`src/hw/rtl/crc32fa_pkg.sv`:
```
//------------------------------------------------------------------------------
// crc32fa_pkg
// Shared types and constants of the CRC-32 frame append/check block.
//------------------------------------------------------------------------------
`default_nettype none

package crc32fa_pkg;

  localparam int unsigned CRC_W  = 32;
  localparam int unsigned BYTE_W = 8;

  typedef logic [CRC_W-1:0]  crc_t;
  typedef logic [BYTE_W-1:0] byte_t;

  localparam crc_t CRC_INIT   = 32'hFFFF_FFFF;
  localparam crc_t POLY_RESET = 32'h04C1_1DB7;

  // configuration register indexes
  localparam logic CFG_CHECK_MODE = 1'b0;
  localparam logic CFG_GEN_POLY   = 1'b1;

  localparam logic MODE_APPEND = 1'b0;
  localparam logic MODE_CHECK  = 1'b1;

endpackage : crc32fa_pkg

`default_nettype wire

```
`src/hw/rtl/crc32fa_crc_step.sv`:
```
//------------------------------------------------------------------------------
// crc32fa_crc_step
// One byte of MSB-first CRC-32 update with a programmable generator.
//------------------------------------------------------------------------------
`default_nettype none

module crc32fa_crc_step (
  input  wire crc32fa_pkg::crc_t  crc_i,
  input  wire crc32fa_pkg::byte_t data_i,
  input  wire crc32fa_pkg::crc_t  poly_i,
  output crc32fa_pkg::crc_t       crc_o
);
  import crc32fa_pkg::*;

  always_comb begin
    crc_t c;
    c = {crc_i[CRC_W-1 -: BYTE_W] ^ data_i, {(CRC_W-BYTE_W){1'b0}}};
    for (int k = 0; k < BYTE_W; k++) begin
      if (c[CRC_W-1]) begin
        c = {c[CRC_W-2:0], 1'b0} ^ poly_i;
      end else begin
        c = {c[CRC_W-2:0], 1'b0};
      end
    end
    crc_o = {crc_i[CRC_W-BYTE_W-1:0], {BYTE_W{1'b0}}} ^ c;
  end

endmodule : crc32fa_crc_step

`default_nettype wire

```
`src/hw/rtl/crc32_frame_append_check.sv`:
```
//------------------------------------------------------------------------------
// crc32_frame_append_check
// Byte-serial CRC-32 framer (append) and checker (check and strip).
//------------------------------------------------------------------------------
// Takes one frame byte per clock unless stalled by the output or the trailer,
// and runs an MSB-first CRC-32 (init all ones, no reflection, no final XOR,
// generator from cfg register 1). Append mode passes each byte through and
// follows the last byte with the four CRC bytes, MSB first; the input is held
// off while the trailer leaves the output register. Check mode keeps the last
// four bytes in a delay line and strips them, and flags a nonzero remainder on
// the final result (a status-only result when no payload byte goes with it).
// Path: input register, then CRC update into the output register.
`default_nettype none

module crc32_frame_append_check (
  input  wire logic        clk,
  input  wire logic        rst_n,
  // input stream
  input  wire logic        in_tvalid,
  output logic             in_tready,
  input  wire logic [7:0]  in_tdata,   // [7:0] data_byte
  input  wire logic        in_tlast,   // frame_end
  // result stream
  output logic             out_tvalid,
  input  wire logic        out_tready,
  output logic [7:0]       out_tdata,  // [7:0] out_byte
  output logic [1:0]       out_tuser,  // [0] byte_present, [1] crc_error
  output logic             out_tlast,  // out_end
  // configuration
  input  wire logic        cfg_we,
  input  wire logic        cfg_index,
  input  wire logic [31:0] cfg_wdata
);
  import crc32fa_pkg::*;

  logic  mode_r;
  crc_t  poly_r;

  logic  in_valid_r;
  byte_t in_byte_r;
  logic  in_last_r;

  crc_t  crc_r, crc_nxt, crc_upd;
  byte_t tail_r [4];
  byte_t tail_nxt [4];
  logic [2:0] tail_cnt_r, tail_cnt_nxt;

  crc_t  trail_r, trail_nxt;
  logic [2:0] trail_cnt_r, trail_cnt_nxt;

  logic  out_valid_r, out_valid_nxt;
  byte_t out_byte_r, out_byte_nxt;
  logic  out_present_r, out_present_nxt;
  logic  out_end_r, out_end_nxt;
  logic  out_err_r, out_err_nxt;

  logic  out_load;
  logic  consume;

  assign out_load  = !out_valid_r || out_tready;
  assign consume   = out_load && (trail_cnt_r == 3'd0) && in_valid_r;
  assign in_tready = !in_valid_r || consume;

  crc32fa_crc_step u_crc_step (
    .crc_i  (crc_r),
    .data_i (in_byte_r),
    .poly_i (poly_r),
    .crc_o  (crc_upd)
  );

  // configuration registers
  always_ff @(posedge clk) begin
    if (!rst_n) begin
      mode_r <= MODE_APPEND;
      poly_r <= POLY_RESET;
    end else if (cfg_we) begin
      case (cfg_index)
        CFG_CHECK_MODE: mode_r <= cfg_wdata[0];
        CFG_GEN_POLY:   poly_r <= cfg_wdata;
        default:        ;
      endcase
    end
  end

  // input register
  always_ff @(posedge clk) begin
    if (!rst_n) begin
      in_valid_r <= 1'b0;
    end else if (in_tready) begin
      in_valid_r <= in_tvalid;
    end
  end

  always_ff @(posedge clk) begin
    if (in_tready && in_tvalid) begin
      in_byte_r <= in_tdata;
      in_last_r <= in_tlast;
    end
  end

  // CRC update, delay line and result selection
  always_comb begin
    logic  emit;
    byte_t old;
    crc_nxt         = crc_r;
    tail_nxt        = tail_r;
    tail_cnt_nxt    = tail_cnt_r;
    trail_nxt       = trail_r;
    trail_cnt_nxt   = trail_cnt_r;
    out_valid_nxt   = out_valid_r;
    out_byte_nxt    = out_byte_r;
    out_present_nxt = out_present_r;
    out_end_nxt     = out_end_r;
    out_err_nxt     = out_err_r;
    emit            = tail_cnt_r[2];
    old             = tail_r[0];

    if (out_load) begin
      out_valid_nxt = 1'b0;
      if (trail_cnt_r != 3'd0) begin
        out_valid_nxt   = 1'b1;
        out_byte_nxt    = trail_r[CRC_W-1 -: BYTE_W];
        out_present_nxt = 1'b1;
        out_end_nxt     = (trail_cnt_r == 3'd1);
        out_err_nxt     = 1'b0;
        trail_nxt       = {trail_r[CRC_W-BYTE_W-1:0], {BYTE_W{1'b0}}};
        trail_cnt_nxt   = trail_cnt_r - 3'd1;
      end else if (in_valid_r) begin
        crc_nxt = crc_upd;
        if (mode_r == MODE_APPEND) begin
          out_valid_nxt   = 1'b1;
          out_byte_nxt    = in_byte_r;
          out_present_nxt = 1'b1;
          out_end_nxt     = 1'b0;
          out_err_nxt     = 1'b0;
          if (in_last_r) begin
            trail_nxt     = crc_upd;
            trail_cnt_nxt = 3'd4;
          end
        end else begin
          if (emit) begin
            tail_nxt[0] = tail_r[1];
            tail_nxt[1] = tail_r[2];
            tail_nxt[2] = tail_r[3];
            tail_nxt[3] = in_byte_r;
          end else begin
            tail_nxt[tail_cnt_r[1:0]] = in_byte_r;
            tail_cnt_nxt = tail_cnt_r + 3'd1;
          end
          out_valid_nxt   = emit || in_last_r;
          out_byte_nxt    = emit ? old : '0;
          out_present_nxt = emit;
          out_end_nxt     = in_last_r;
          out_err_nxt     = in_last_r && (crc_upd != '0);
        end
        if (in_last_r) begin
          crc_nxt      = CRC_INIT;
          tail_cnt_nxt = 3'd0;
        end
      end
    end
  end

  always_ff @(posedge clk) begin
    if (!rst_n) begin
      crc_r       <= CRC_INIT;
      tail_cnt_r  <= 3'd0;
      trail_cnt_r <= 3'd0;
      out_valid_r <= 1'b0;
    end else begin
      crc_r       <= crc_nxt;
      tail_cnt_r  <= tail_cnt_nxt;
      trail_cnt_r <= trail_cnt_nxt;
      out_valid_r <= out_valid_nxt;
    end
  end

  always_ff @(posedge clk) begin
    tail_r        <= tail_nxt;
    trail_r       <= trail_nxt;
    out_byte_r    <= out_byte_nxt;
    out_present_r <= out_present_nxt;
    out_end_r     <= out_end_nxt;
    out_err_r     <= out_err_nxt;
  end

  assign out_tvalid = out_valid_r;
  assign out_tdata  = out_byte_r;
  assign out_tuser  = {out_err_r, out_present_r};
  assign out_tlast  = out_end_r;

endmodule : crc32_frame_append_check

`default_nettype wire
```
`config.mk`:
```
export PLATFORM = sky130hd
export DESIGN_NAME = crc32_frame_append_check
export DESIGN_NICKNAME = d
export VERILOG_FILES = /design/src/hw/rtl/crc32fa_pkg.sv /design/src/hw/rtl/crc32fa_crc_step.sv /design/src/hw/rtl/crc32_frame_append_check.sv
export SDC_FILE = /design/constraint.sdc
export NUM_CORES = 1
export LEC_CHECK = 0
export BUFFER_PORTS_ARGS = -buffer_cell sky130_fd_sc_hd__buf_2
export CAP_MARGIN = 40
export CORE_UTILIZATION = 45
export DETAILED_ROUTE_END_ITERATION = 12
export GPL_ROUTABILITY_DRIVEN = 1
export GPL_TIMING_DRIVEN = 1
export PLACE_DENSITY = 0.59
export SLEW_MARGIN = 40
export SYNTH_ARGS = -nofsm -noshare
export SYNTH_HDL_FRONTEND = slang
export SYNTH_SLANG_ARGS = --single-unit
```
`constraint.sdc`:
```
create_clock -name clk -period 12.43 [get_ports clk]
set_input_delay 1.8645 -clock clk [delete_from_list [all_inputs] [get_ports clk]]
set_output_delay 1.8645 -clock clk [all_outputs]
set_load 0.03 [all_outputs]
```
==> results.cfg <==
[detailed_routing]
drt_iter0_markers = 736
route.met2.wl_um = 12300
first_pass_iters = 5
top_layer = met4
vias = 8262
vias_per_cell = 5.37
drc = 0
wl_um = 27600
avgRoutedWirePerCell_um = 17.9
wl_met3_um = 1570
ant_nets = 0
wl_met1_um = 13300

[synth]
synth_edf_count = 84
ys_seq_area_frac = 0.376
synth_area_um2 = 10600
synth_area_leaders = edfxtp_1 24%, dfxtp_1 14%, nand2_1 13%
synth.distinct_cells = 65
synth.avg_cell_area_um2 = 8.70
synth_warnings = 0
synth_nets = 1268
synth_top_area_share = 0.238
synth_cells = 1216
postSynth.asyncResetShare = 0
synth_top_area_cell = edfxtp_1
synth_top_flop_cell = edfxtp_1
synth-seq-cells = 157

[worst_hold_path]
min_to = crc_r[28]$_SDFFE_PN1P_
whs_path_depth = 2
hp-class = flop to flop
hold_path.startpoint = crc_r[28]$_SDFFE_PN1P_

[flow_run]
cap_viol_max_count = 0

[finish]
diodes = 0
fillCellCount = 2209
fin_util = 0.510
final_common_cell = nand2_1
drive_gt1_frac = 0.133
layout_common_cells = 366 x nand2_1, 149 x xnor2_1, 84 x edfxtp_1
fin_nets = 1264
area_delta_synth_final_pct = 10.0
stdcell_area_um2 = 11600

[die]
start_util = 0.463
die_h_um = 155
core_um2 = 22800
dieArea_um2 = 24100
rows = 55
ios = 60
die_w_um = 155

[critical_path]
worst_setup_path_end_kind = flop
reg2reg_slack_ps = 6920
crit_arrival_ps = 5690
crit_top_cell = a31oi_1
worst_setup_path_start_kind = flop
r2r-start = poly_r[31]$_SDFFE_PN0P_
r2r_cells = 15
cp_slowest_stage_delay_ps = 840
reg2reg_to = out_err_r$_SDFFCE_PN0P_
crit_family = simple AND/OR/NAND/NOR gates
worst-path-buf-inv = 2
cp_slowest_cell = dfxtp_1
cp_cell_sequence = inv_1, o21ai_1, a311o_1, a31oi_1, or3_1, and2_2, o2111ai_1, xor2_2, buf_4, nand2_1, xnor3_1, xnor2_1, nor4_1, and4_1, a31oi_1
crit_type = flop to flop
cp.required_ps = 12610
worstPathMaxFanout = 30

[clocking]
cts_tree = built
hold_buffers = 0
clkTransAtPathRegs_ps = 70
clockBufferDepth = 2
clk_latency_ps = 430
cts_root_buffer = clkbuf_16
post-cts-setup-buffers = 0
ctsResizeCount = 0
cts.sinks = 157
htreeDepth = 4
cts_buffers = 17

[sta]
fmax_mhz = 181
timing.final.max_slew_violations = 0
final-hold-violation-count = 0
timing.final.crit_share = 0.443
slew-limit-headroom = 0.451
finClkSkew_ps = 11.7
worst_pin_slew_ps = 820
finalSetupViolations = 0
rsz0062_at_grt = no
tns_ps = 0
post-route-min-period_ps = 5510

[pwr]
swShare = 0.440
switchingPower_mw = 1.76
pwr-share-comb = 0.657
sequentialPowerShare = 0.211
internal-power_mw = 2.24
ir_worst_vdd_v = 0.000172
clkPwrFrac = 0.132
power_per_cell_area_nw_per_um2 = 343
leakagePower_nw = 4.59
power_mw = 4.00

[global_routing]
grt-ovfl-total = 0
antenna_found_initial = 0
grt_max_degree = 57
grt_pass1_wl_um = 43600
grt_pass1_vias = 7664
gr-usage-all-layers = 0.238

[placement]
io_buffers = 59
dpl_cell_area_um2 = 11000
place_congestion = 0.892
dpl.hpwl_um = 18900

[run_status]
status = finished clean
==> cells in the mapped netlist, types with 4 or more instances <==
master,n
nand2_1,366
xnor2_1,150
edfxtp_1,84
dfxtp_1,73
clkbuf_1,71
nand3_1,61
a21oi_1,44
nor2_1,39
xor2_1,34
nor2b_1,30
xnor3_1,29
a22o_1,25
mux2_2,24
buf_2,18
o21ai_0,15
and2_1,12
inv_1,9
o22ai_1,9
buf_1,8
nor4_1,8
o211ai_1,7
nor3_1,6
xnor2_2,6
a31oi_1,5
and3_1,5
ha_1,5
buf_4,4
mux2i_1,4
nand4_1,4
xor2_2,4
==> worst min-delay path, stage by stage (launching register included) <==
cell,delay (ps)
dfxtp_1,320
nand2_1,50
nand3_1,60
==> per-stage QoR <==
step	worst slack, ps	cells	hold WS, ps
2_1_floorplan	8240	1216	459
3_3_place_gp	7150	1504	468
3_5_place_dp	7060	1506	476
4_1_cts	6980	1538	485
5_1_grt	6590	1538	502
6_report	6920	1538	480
==> per-layer routing <==
metal,vias up,track usage
li1,4051,-
met1,3952,0.344
met4,0,0.0644
met2,228,0.360
met3,31,0.0465
met5,-,0
==> flip-flops by register name, summed over array words and instances, names as in the netlist <==
signal,count
out_present_r,1
tail_cnt_r,3
out_tvalid,1
out_tlast,1
trail_r,32
trail_cnt_r,3
in_valid_r,1
out_tdata,8
crc_r,32
tail_r,32
mode_r,1
poly_r,32
out_err_r,1
in_byte_r,8
in_last_r,1
==> power by group through the flow <==
| stage | clock network, mW | logic, mW | registers [mW] |
|---|---|---|---|
| final | 0.527 | 2.63 | 0.844 |
| after global routing | 0.557 | 2.85 | 0.855 |
| after floorplan | 0 | 2.05 | 0.856 |
| after global placement | 0 | 2.60 | 0.854 |
| after CTS | 0.535 | 2.65 | 0.844 |
| after detailed placement | 0 | 2.63 | 0.855 |
==> worst max-delay path by stage <==
stage	endpoint	start	slack, ps	cells past startpoint
5_1_grt	out_err_r$_SDFFCE_PN0P_	poly_r[31]$_SDFFE_PN0P_	6590	15
3_3_place_gp	out_err_r$_SDFFCE_PN0P_	poly_r[31]$_SDFFE_PN0P_	7150	15
6_report	out_err_r$_SDFFCE_PN0P_	poly_r[31]$_SDFFE_PN0P_	6920	15
4_1_cts	out_err_r$_SDFFCE_PN0P_	poly_r[31]$_SDFFE_PN0P_	6980	15
2_1_floorplan	in_tready	out_tready	8240	3
3_5_place_dp	out_err_r$_SDFFCE_PN0P_	poly_r[31]$_SDFFE_PN0P_	7060	15
==> final cells by class <==
type                            count  area (µm²)  area share
Clock inverter                     15         169      0.0145
Tap cell                          313         392      0.0336
Multi-Input combinational cell    947        6180       0.531
Clock buffer                       17         425      0.0365
Inverter                           11        41.3     0.00354
Timing Repair Buffer               78         453      0.0389
Sequential cell                   157        3980       0.342
==> cell families after synthesis <==
group | synth area share
muxes | 0.0317
buffers and inverters | 0.0433
AOI/OAI and AO/OA | 0.0916
and+or+nand+nor | 0.222
xor gates and xnor gates | 0.229
DFF | 0.376
adders and majority gates | 0.00591
Power figures use the tool's default switching activity.
